$ cat config.mk
export PLATFORM = sky130hd
export DESIGN_NAME = poly_voice_allocator_top
export DESIGN_NICKNAME = d
export VERILOG_FILES = /design/src/design/pva_pkg.sv /design/src/design/poly_voice_allocator_top.sv /design/src/design/pva_cell.sv /design/src/design/pva_ctrl.sv
export SDC_FILE = /design/constraint.sdc
export NUM_CORES = 1
export LEC_CHECK = 0
export BUFFER_PORTS_ARGS = -buffer_cell sky130_fd_sc_hd__buf_2
export CORE_MARGIN = 2
export CORE_UTILIZATION = 65
export CTS_BUF_LIST = sky130_fd_sc_hd__clkbuf_4 sky130_fd_sc_hd__clkbuf_8
export CTS_CLUSTER_DIAMETER = 200
export DETAILED_ROUTE_END_ITERATION = 10
export PLACE_DENSITY = 0.81
export SLEW_MARGIN = 5
export SYNTH_ARGS = -nofsm -noshare
export SYNTH_HDL_FRONTEND = slang
export SYNTH_HIERARCHICAL = 1
export SYNTH_SLANG_ARGS = --single-unit
$ cat constraint.sdc
create_clock -name clk -period 16.3 [get_ports clk]
set_clock_uncertainty 0.05 [all_clocks]
set_input_delay 0.815 -clock clk [delete_from_list [all_inputs] [get_ports clk]]
set_output_delay 0.815 -clock clk [all_outputs]
set_load 0.02 [all_outputs]
$ cat src/design/pva_pkg.sv
// Shared types and constants for the polyphonic voice allocator.
// Used by pva_cell, pva_ctrl and poly_voice_allocator_top; depends on nothing.
`timescale 1ns / 1ps

package pva_pkg;

  // Default sizes, used as the defaults of the top level parameters.
  localparam int VOICES_DEF     = 6;
  localparam int STAMP_BITS_DEF = 32;

  // Field widths fixed by the interface.
  localparam int MODE_W   = 2;
  localparam int NOTE_W   = 7;
  localparam int VEL_W    = 8;
  localparam int ENABLE_W = 6;
  localparam int VOICE_W  = 3;
  localparam int COUNT_W  = 3;
  localparam int CTRL_W   = 8;

  // Enable mask after reset: every voice may be allocated.
  localparam logic [ENABLE_W-1:0] ENABLE_RESET = 6'h3F;

  // Configuration register indexes.
  localparam logic REG_ENABLE = 1'b0;

  // Request modes.
  localparam logic [MODE_W-1:0] MODE_ON    = 2'd0;
  localparam logic [MODE_W-1:0] MODE_OFF   = 2'd1;
  localparam logic [MODE_W-1:0] MODE_CLEAR = 2'd2;

  // Candidate classes, higher wins: a voice holding the same note, then a free voice,
  // then the oldest held voice.
  localparam logic [1:0] CLS_OLD   = 2'd0;
  localparam logic [1:0] CLS_FREE  = 2'd1;
  localparam logic [1:0] CLS_MATCH = 2'd2;

  // Volume: round(vel * 31 / 255) = (62 * vel + 255) / 510, the division done by a
  // reciprocal multiply that is exact for every numerator below 2^23 / 382.
  localparam int VOL_NUM_W  = 14;
  localparam int VOL_PROD_W = 29;
  localparam logic [VOL_NUM_W-1:0]  VOL_MUL   = 14'd62;
  localparam logic [VOL_NUM_W-1:0]  VOL_BIAS  = 14'd255;
  localparam logic [VOL_PROD_W-1:0] VOL_RECIP = 29'd16449;
  localparam int VOL_SHIFT = 23;
  localparam logic [5:0] VOL_MIN = 6'd1;
  localparam logic [5:0] VOL_MAX = 6'd31;
  localparam logic [CTRL_W-1:0] CTRL_ON = 8'h80;

  // Search token flags that travel down the chain of voice cells.
  typedef struct packed {
    logic              valid;
    logic [MODE_W-1:0] mode;
    logic [NOTE_W-1:0] note;
    logic              found;
    logic [1:0]        cls;
  } tok_t;

  // Update command broadcast to every cell once the search is complete.
  typedef struct packed {
    logic              apply;
    logic [MODE_W-1:0] mode;
    logic [NOTE_W-1:0] note;
    logic              grant;
  } cmd_t;

endpackage

$ cat src/design/poly_voice_allocator_top.sv
// Polyphonic voice allocator: the search token of an accepted request walks the chain
// of voice cells one per cycle, and the result register is loaded once it leaves the tail.
// Requests are searched one at a time: the next is taken once the last has been applied.
// A request is taken while an earlier result still waits in the output register.
// Synchronous reset frees every voice, restarts the stamp counter and enables all voices.
// Top level: APB register, cell chain and sequencer. Depends on pva_pkg, pva_cell, pva_ctrl.
`timescale 1ns / 1ps

module poly_voice_allocator_top #(
  parameter int VOICES     = pva_pkg::VOICES_DEF,
  parameter int STAMP_BITS = pva_pkg::STAMP_BITS_DEF
) (
  input  logic                          clk,
  input  logic                          rst,
  // Configuration port
  input  logic                          psel,
  input  logic                          penable,
  input  logic                          pwrite,
  input  logic [2:0]                    paddr,
  input  logic [31:0]                   pwdata,
  output logic [31:0]                   prdata,
  output logic                          pready,
  // Event requests
  input  logic                          evt_valid,
  output logic                          evt_stall,
  input  logic [pva_pkg::MODE_W-1:0]    mode,
  input  logic [pva_pkg::NOTE_W-1:0]    note,
  input  logic [pva_pkg::VEL_W-1:0]     velocity,
  // Results
  output logic                          res_valid,
  input  logic                          res_stall,
  output logic                          assigned,
  output logic [pva_pkg::VOICE_W-1:0]   voice,
  output logic [pva_pkg::CTRL_W-1:0]    voice_control,
  output logic [pva_pkg::ENABLE_W-1:0]  released_mask,
  output logic [pva_pkg::COUNT_W-1:0]   active_count,
  output logic                          any_active
);

  localparam int IW = $clog2(VOICES);
  localparam int CW = $clog2(VOICES + 1);

  logic [pva_pkg::ENABLE_W-1:0]        voice_enable_mask;
  logic [VOICES+pva_pkg::ENABLE_W-1:0] enable_ext;

  // Chain links: entry 0 is the head, entry VOICES the tail.
  pva_pkg::tok_t         tok_c   [VOICES+1];
  logic [IW-1:0]         idx_c   [VOICES+1];
  logic [STAMP_BITS-1:0] stamp_c [VOICES+1];
  logic [VOICES-1:0]     rel_c   [VOICES+1];
  logic [CW-1:0]         act_c   [VOICES+1];
  logic [CW-1:0]         keep_c  [VOICES+1];

  pva_pkg::cmd_t         cmd;
  logic [VOICES-1:0]     sel;
  logic [STAMP_BITS-1:0] new_stamp;

  // Configuration register: writes complete in the access phase.
  assign pready = 1'b1;

  always_ff @(posedge clk) begin
    if (rst) begin
      voice_enable_mask <= pva_pkg::ENABLE_RESET;
    end else if (psel && penable && pwrite && (paddr[2] == pva_pkg::REG_ENABLE)) begin
      voice_enable_mask <= pwdata[pva_pkg::ENABLE_W-1:0];
    end
  end

  assign prdata = (paddr[2] == pva_pkg::REG_ENABLE) ? 32'(voice_enable_mask) : '0;

  // Voices beyond the register width are never enabled.
  assign enable_ext = {{VOICES{1'b0}}, voice_enable_mask};

  // Head of the chain: a fresh token for each accepted request.
  always_comb begin
    tok_c[0].valid = evt_valid && !evt_stall;
    tok_c[0].mode  = mode;
    tok_c[0].note  = note;
    tok_c[0].found = 1'b0;
    tok_c[0].cls   = pva_pkg::CLS_OLD;
    idx_c[0]       = '0;
    stamp_c[0]     = '0;
    rel_c[0]       = '0;
    act_c[0]       = '0;
    keep_c[0]      = '0;
  end

  // Chain of voice cells.
  for (genvar i = 0; i < VOICES; i++) begin : g_cell
    pva_cell #(
      .VOICES     (VOICES),
      .STAMP_BITS (STAMP_BITS),
      .INDEX      (i)
    ) u_cell (
      .clk       (clk),
      .rst       (rst),
      .en        (enable_ext[i]),
      .tok_in    (tok_c[i]),
      .idx_in    (idx_c[i]),
      .stamp_in  (stamp_c[i]),
      .rel_in    (rel_c[i]),
      .act_in    (act_c[i]),
      .keep_in   (keep_c[i]),
      .tok_out   (tok_c[i+1]),
      .idx_out   (idx_c[i+1]),
      .stamp_out (stamp_c[i+1]),
      .rel_out   (rel_c[i+1]),
      .act_out   (act_c[i+1]),
      .keep_out  (keep_c[i+1]),
      .cmd       (cmd),
      .sel       (sel[i]),
      .new_stamp (new_stamp)
    );
  end

  // Sequencer and result register.
  pva_ctrl #(
    .VOICES     (VOICES),
    .STAMP_BITS (STAMP_BITS)
  ) u_ctrl (
    .clk           (clk),
    .rst           (rst),
    .evt_valid     (evt_valid),
    .evt_stall     (evt_stall),
    .velocity      (velocity),
    .tail          (tok_c[VOICES]),
    .tail_idx      (idx_c[VOICES]),
    .tail_rel      (rel_c[VOICES]),
    .tail_act      (act_c[VOICES]),
    .tail_keep     (keep_c[VOICES]),
    .cmd           (cmd),
    .sel           (sel),
    .new_stamp     (new_stamp),
    .res_valid     (res_valid),
    .res_stall     (res_stall),
    .assigned      (assigned),
    .voice         (voice),
    .voice_control (voice_control),
    .released_mask (released_mask),
    .active_count  (active_count),
    .any_active    (any_active)
  );

endmodule

$ cat src/design/pva_cell.sv
// One voice cell: holds the note and start stamp of one voice, folds its own state
// into the search token and hands it on. Depends on pva_pkg.
`timescale 1ns / 1ps

module pva_cell #(
  parameter int VOICES     = pva_pkg::VOICES_DEF,
  parameter int STAMP_BITS = pva_pkg::STAMP_BITS_DEF,
  parameter int INDEX      = 0
) (
  input  logic                         clk,
  input  logic                         rst,
  input  logic                         en,
  input  pva_pkg::tok_t                tok_in,
  input  logic [$clog2(VOICES)-1:0]    idx_in,
  input  logic [STAMP_BITS-1:0]        stamp_in,
  input  logic [VOICES-1:0]            rel_in,
  input  logic [$clog2(VOICES+1)-1:0]  act_in,
  input  logic [$clog2(VOICES+1)-1:0]  keep_in,
  output pva_pkg::tok_t                tok_out,
  output logic [$clog2(VOICES)-1:0]    idx_out,
  output logic [STAMP_BITS-1:0]        stamp_out,
  output logic [VOICES-1:0]            rel_out,
  output logic [$clog2(VOICES+1)-1:0]  act_out,
  output logic [$clog2(VOICES+1)-1:0]  keep_out,
  input  pva_pkg::cmd_t                cmd,
  input  logic                         sel,
  input  logic [STAMP_BITS-1:0]        new_stamp
);

  localparam int IW = $clog2(VOICES);
  localparam int CW = $clog2(VOICES + 1);

  // Voice state.
  logic                       held;
  logic [pva_pkg::NOTE_W-1:0] voice_note;
  logic [STAMP_BITS-1:0]      voice_stamp;

  // Search step.
  logic                hit;
  logic [1:0]          my_cls;
  logic                take;
  logic                rel;
  pva_pkg::tok_t       tok_next;
  logic [IW-1:0]       idx_next;
  logic [STAMP_BITS-1:0] stamp_next;
  logic [VOICES-1:0]   rel_next;
  logic [CW-1:0]       act_next;
  logic [CW-1:0]       keep_next;

  // Compare this voice against the best so far; an enabled voice wins if none was
  // found yet, on a higher class or, among held voices, on a strictly older stamp.
  always_comb begin
    hit = held && (voice_note == tok_in.note);
    if (hit) begin
      my_cls = pva_pkg::CLS_MATCH;
    end else if (held) begin
      my_cls = pva_pkg::CLS_OLD;
    end else begin
      my_cls = pva_pkg::CLS_FREE;
    end
    take = en && (!tok_in.found || (my_cls > tok_in.cls) ||
                  ((my_cls == pva_pkg::CLS_OLD) && (tok_in.cls == pva_pkg::CLS_OLD) &&
                   (voice_stamp < stamp_in)));
    rel = held && ((tok_in.mode == pva_pkg::MODE_CLEAR) || hit);

    tok_next       = tok_in;
    tok_next.found = tok_in.found || en;
    tok_next.cls   = take ? my_cls : tok_in.cls;
    idx_next       = take ? IW'(INDEX) : idx_in;
    stamp_next     = take ? voice_stamp : stamp_in;
    rel_next       = rel_in | (VOICES'(rel) << INDEX);
    act_next       = act_in + CW'(en && held);
    keep_next      = keep_in + CW'(en && held && !hit);
  end

  // Token stage: valid is control, the rest is held until the next request.
  always_ff @(posedge clk) begin
    if (rst) begin
      tok_out.valid <= 1'b0;
    end else begin
      tok_out.valid <= tok_in.valid;
    end
    if (tok_in.valid) begin
      tok_out.mode  <= tok_next.mode;
      tok_out.note  <= tok_next.note;
      tok_out.found <= tok_next.found;
      tok_out.cls   <= tok_next.cls;
      idx_out       <= idx_next;
      stamp_out     <= stamp_next;
      rel_out       <= rel_next;
      act_out       <= act_next;
      keep_out      <= keep_next;
    end
  end

  // Voice update from the broadcast command.
  always_ff @(posedge clk) begin
    if (rst) begin
      held <= 1'b0;
    end else if (cmd.apply) begin
      unique case (cmd.mode)
        pva_pkg::MODE_ON: begin
          if (cmd.grant && sel) begin
            held <= 1'b1;
          end
        end
        pva_pkg::MODE_OFF: begin
          if (held && (voice_note == cmd.note)) begin
            held <= 1'b0;
          end
        end
        pva_pkg::MODE_CLEAR: begin
          held <= 1'b0;
        end
        default: begin
          held <= held;
        end
      endcase
    end
  end

  // Note and stamp are only looked at while the voice is held.
  always_ff @(posedge clk) begin
    if (cmd.apply && (cmd.mode == pva_pkg::MODE_ON) && cmd.grant && sel) begin
      voice_note  <= cmd.note;
      voice_stamp <= new_stamp;
    end
  end

endmodule

$ cat src/design/pva_ctrl.sv
// Request sequencer: accepts events, waits for the search token to leave the chain,
// issues the update command and holds the result register. Depends on pva_pkg.
`timescale 1ns / 1ps

module pva_ctrl #(
  parameter int VOICES     = pva_pkg::VOICES_DEF,
  parameter int STAMP_BITS = pva_pkg::STAMP_BITS_DEF
) (
  input  logic                          clk,
  input  logic                          rst,
  input  logic                          evt_valid,
  output logic                          evt_stall,
  input  logic [pva_pkg::VEL_W-1:0]     velocity,
  input  pva_pkg::tok_t                 tail,
  input  logic [$clog2(VOICES)-1:0]     tail_idx,
  input  logic [VOICES-1:0]             tail_rel,
  input  logic [$clog2(VOICES+1)-1:0]   tail_act,
  input  logic [$clog2(VOICES+1)-1:0]   tail_keep,
  output pva_pkg::cmd_t                 cmd,
  output logic [VOICES-1:0]             sel,
  output logic [STAMP_BITS-1:0]         new_stamp,
  output logic                          res_valid,
  input  logic                          res_stall,
  output logic                          assigned,
  output logic [pva_pkg::VOICE_W-1:0]   voice,
  output logic [pva_pkg::CTRL_W-1:0]    voice_control,
  output logic [pva_pkg::ENABLE_W-1:0]  released_mask,
  output logic [pva_pkg::COUNT_W-1:0]   active_count,
  output logic                          any_active
);

  localparam int IW = $clog2(VOICES);
  localparam int CW = $clog2(VOICES + 1);

  localparam logic [1:0] ST_IDLE   = 2'd0;
  localparam logic [1:0] ST_SEARCH = 2'd1;
  localparam logic [1:0] ST_WAIT   = 2'd2;

  logic [1:0]                  state;
  logic [1:0]                  state_next;
  logic [pva_pkg::VEL_W-1:0]   vel_q;
  logic [STAMP_BITS-1:0]       stamp_counter;

  logic                        out_free;
  logic                        finish;
  logic                        apply;
  logic                        grant;
  logic [pva_pkg::VOL_NUM_W-1:0]  vol_num;
  logic [pva_pkg::VOL_PROD_W-1:0] vol_prod;
  logic [5:0]                  vol_raw;
  logic [5:0]                  vol;
  logic [CW-1:0]               act_after;
  logic [IW+pva_pkg::VOICE_W-1:0]    idx_ext;
  logic [VOICES+pva_pkg::ENABLE_W-1:0] rel_ext;
  logic [CW+pva_pkg::COUNT_W-1:0]    act_ext;

  // Handshake and sequencing.
  assign evt_stall = (state != ST_IDLE);
  assign out_free  = !res_valid || !res_stall;
  assign finish    = ((state == ST_SEARCH) && tail.valid) || (state == ST_WAIT);
  assign apply     = finish && out_free;
  assign grant     = (tail.mode == pva_pkg::MODE_ON) && tail.found;

  always_comb begin
    state_next = state;
    unique case (state)
      ST_IDLE: begin
        if (evt_valid) begin
          state_next = ST_SEARCH;
        end
      end
      ST_SEARCH: begin
        if (tail.valid) begin
          state_next = out_free ? ST_IDLE : ST_WAIT;
        end
      end
      ST_WAIT: begin
        if (out_free) begin
          state_next = ST_IDLE;
        end
      end
      default: begin
        state_next = ST_IDLE;
      end
    endcase
  end

  always_ff @(posedge clk) begin
    if (rst) begin
      state <= ST_IDLE;
    end else begin
      state <= state_next;
    end
  end

  // Velocity is needed only at the end of the search.
  always_ff @(posedge clk) begin
    if (evt_valid && !evt_stall) begin
      vel_q <= velocity;
    end
  end

  // Update command for the voice cells.
  always_comb begin
    cmd.apply = apply;
    cmd.mode  = tail.mode;
    cmd.note  = tail.note;
    cmd.grant = grant;
    sel       = VOICES'(1) << tail_idx;
    new_stamp = stamp_counter + STAMP_BITS'(1);
  end

  // Stamp counter: advances on every grant, restarts on clear.
  always_ff @(posedge clk) begin
    if (rst) begin
      stamp_counter <= '0;
    end else if (apply) begin
      if (tail.mode == pva_pkg::MODE_CLEAR) begin
        stamp_counter <= '0;
      end else if (grant) begin
        stamp_counter <= new_stamp;
      end
    end
  end

  // Volume from velocity, rounded and clamped to 1..31.
  always_comb begin
    vol_num  = (pva_pkg::VOL_NUM_W'(vel_q) * pva_pkg::VOL_MUL) + pva_pkg::VOL_BIAS;
    vol_prod = pva_pkg::VOL_PROD_W'(vol_num) * pva_pkg::VOL_RECIP;
    vol_raw  = vol_prod[pva_pkg::VOL_SHIFT +: 6];
    if (vol_raw < pva_pkg::VOL_MIN) begin
      vol = pva_pkg::VOL_MIN;
    end else if (vol_raw > pva_pkg::VOL_MAX) begin
      vol = pva_pkg::VOL_MAX;
    end else begin
      vol = vol_raw;
    end
  end

  // Enabled voices holding a note once this request has taken effect.
  always_comb begin
    unique case (tail.mode)
      pva_pkg::MODE_ON: begin
        act_after = (grant && (tail.cls == pva_pkg::CLS_FREE)) ?
                    tail_act + CW'(1) : tail_act;
      end
      pva_pkg::MODE_OFF: begin
        act_after = tail_keep;
      end
      pva_pkg::MODE_CLEAR: begin
        act_after = '0;
      end
      default: begin
        act_after = tail_act;
      end
    endcase
    idx_ext = {{pva_pkg::VOICE_W{1'b0}}, tail_idx};
    rel_ext = {{pva_pkg::ENABLE_W{1'b0}}, tail_rel};
    act_ext = {{pva_pkg::COUNT_W{1'b0}}, act_after};
  end

  // Result register.
  always_ff @(posedge clk) begin
    if (rst) begin
      res_valid <= 1'b0;
    end else if (apply) begin
      res_valid <= 1'b1;
    end else if (!res_stall) begin
      res_valid <= 1'b0;
    end
  end

  always_ff @(posedge clk) begin
    if (apply) begin
      assigned      <= grant;
      voice         <= grant ? idx_ext[pva_pkg::VOICE_W-1:0] : '0;
      voice_control <= grant ? (pva_pkg::CTRL_ON | pva_pkg::CTRL_W'(vol)) : '0;
      released_mask <= ((tail.mode == pva_pkg::MODE_OFF) ||
                        (tail.mode == pva_pkg::MODE_CLEAR)) ?
                       rel_ext[pva_pkg::ENABLE_W-1:0] : '0;
      active_count  <= act_ext[pva_pkg::COUNT_W-1:0];
      any_active    <= (act_after != '0);
    end
  end

endmodule

==> metrics.txt <==
Final min period=7870 ps; later-pin clock latency in the skew report=700 ps; pin count of the biggest net entering global routing=61; register clock-pin slew on the reported worst setup and hold paths=60 ps; slew margin rel.=11.4%; layout cells sized above 1=12.8%; CTS Buffer Depth=3; r2r setup slk=8430 ps; Data required, critical path=16700 ps; Rows=83; Setup CP Type=reg -> reg; initial core utilization=65.4%; RSZ-0062 raised after global routing=false; Crit. End Element=flip-flop; Max Fclk=127 MHz; reg2reg end=u_ctrl/voice_control[3]; fill count=3275; PD cells=114 mW/mm²; I/O pin cnt=116; Final Max Slew Viols=0; CTS tree=yes; initial antenna violation count=0; Synth Warn #=6; vias per cell=5.77; Die Ht=231 µm; via count=20700; DRC viols=0; Die X=231 µm; Post-CTS Setup Bufs=0; Syn-to-layout area delta=9.62%; clock root buffer master=clkbuf_8; RD Place Congestion=0.933; vias in the first global route=21000; most frequent cells in the layout=584 x edfxtp_1, 317 x ha_1, 295 x inv_1; DRT antenna net count=0; crit path max fanout=9; Hold WC Path Type=in -> reg; Syn Area/Cell=12.6 µm²; port buffer count=59; CP Capture Point=u_ctrl/voice_control[3]; final setup fails=0; Worst-Margin Slew=1330 ps; crit path launch=u_ctrl/vel_q[5]; CP Launch Type=flip-flop; die area=0.0531 mm²; # resized after CTS=0; commonest non-fill, non-tap cell in the layout=edfxtp_1; CTS H-Tree Depth=3; Final Cycle Share=48.3%; total power draw=4.16 mW; TNS Setup=0 ps; DR iter-0 viols=1659; First-pass DRT Iterations=5; n_diodes=0; clk sinks=637; Cell Area, Synth=0.0333 mm²; Max Cap Violations=0; Total Routed Length=65800 µm; Reg2Reg Depth=27; GRT Util Overall=25.1%; hold_buf cts=0; number of buffers created by CTS=101; cell leakage power=14.9 nW; # nets final=3225; status=completed; DPL Wire Length=48200 µm; Cells after Synth=2656; Max VDD drop=112 µV; first-pass GRT wire length=106000 µm; Routed WL per cell=18.3 µm; CP Data Arrival Time=8260 ps; R2R Path Start=u_ctrl/vel_q[5]; final hold violations=0; total gr overflow=0; core area=0.0510 mm²
-- flip-flops by register name, indices dropped and copies added (netlist names), 7 cells and up --
name / count
g_cell.u_cell/tok_out: 78
g_cell.u_cell/act_out: 18
g_cell.u_cell/stamp_out: 160
u_ctrl/stamp_counter: 32
u_ctrl/vel_q: 8
g_cell.u_cell/keep_out: 18
g_cell.u_cell/voice_note: 42
u_ctrl/voice_control: 7
g_cell.u_cell/rel_out: 36
g_cell.u_cell/voice_stamp: 192
g_cell.u_cell/idx_out: 18
-- routing by layer --
metal / global-route usage (%) / share of wire (%) / up-vias
met2: 42.0 / 48 / 709
met4: 9.21 / 2.4 / 0
met5: 0 / 0 / -
met3: 3.43 / 6.4 / 118
li1: - / - / 9922
met1: 33.9 / 43 / 9980
-- worst min path at each step --
stage                                      startpoint                           to  slack [ps]  depth (start not counted)
final                                     velocity[5]              u_ctrl/vel_q[5]         240                          1
after global routing                      velocity[7]              u_ctrl/vel_q[7]         210                          1
after CTS                                 velocity[5]              u_ctrl/vel_q[5]         180                          1
after detailed placement  g_cell[1].u_cell/rel_out[4]  g_cell[2].u_cell/rel_out[4]         350                          0
after global placement    g_cell[4].u_cell/rel_out[0]  g_cell[5].u_cell/rel_out[0]         350                          0
after floorplan           g_cell[0].u_cell/rel_out[0]  g_cell[1].u_cell/rel_out[0]         350                          0
-- power by group --
group / leakage (nW) / internal [mW] / total, mW / switching, mW
Clock: 1.11 / 0.794 / 1.41 / 0.620
Combinational: 7.86 / 0.404 / 0.934 / 0.530
Sequential: 5.90 / 1.80 / 1.81 / 0.0125
Total: 14.9 / 3.00 / 4.16 / 1.16
-- stage by stage --
stage | cell area, µm² | util, % | setup WS, ps | hold WS, ps | std cells
floorplan | 33800 | - | 9300 | 350 | 2768
global placement | 34400 | 67.5 | 8550 | 352 | 3409
detailed placement | 34400 | 67.5 | 8470 | 355 | 3409
CTS | 36600 | 71.7 | 8470 | 181 | 3595
global route | 36600 | 71.7 | 7830 | 207 | 3595
finish | 36600 | 71.7 | 8430 | 236 | 3595
-- area by class of cell --
type | count | area, µm² | share of cell area [%]
well taps | 680 | 851 | 2.33
multi-input cells | 1708 | 13400 | 36.6
clock inverters | 54 | 482 | 1.32
repair buffers | 81 | 460 | 1.26
clock buffers | 132 | 1650 | 4.52
flip-flops and latches | 637 | 18600 | 50.9
inverters | 303 | 1140 | 3.11
-- worst max-delay path, stage by stage, from the launching register on --
cell,delay (ps)
edfxtp_1,450
inv_1,180
fa_1,510
inv_1,50
fa_1,490
inv_1,50
fa_1,490
inv_1,40
ha_1,430
inv_1,130
a311oi_1,350
o311ai_2,240
o31ai_1,170
nor3_2,80
xnor2_1,470
inv_1,190
ha_1,340
ha_1,300
ha_1,300
ha_1,290
and3_1,150
nand3_1,100
a211oi_1,300
nor4_1,120
o41ai_1,370
nand3_1,280
or4_1,460
and3_1,200
Power figures use the tool's default switching activity.
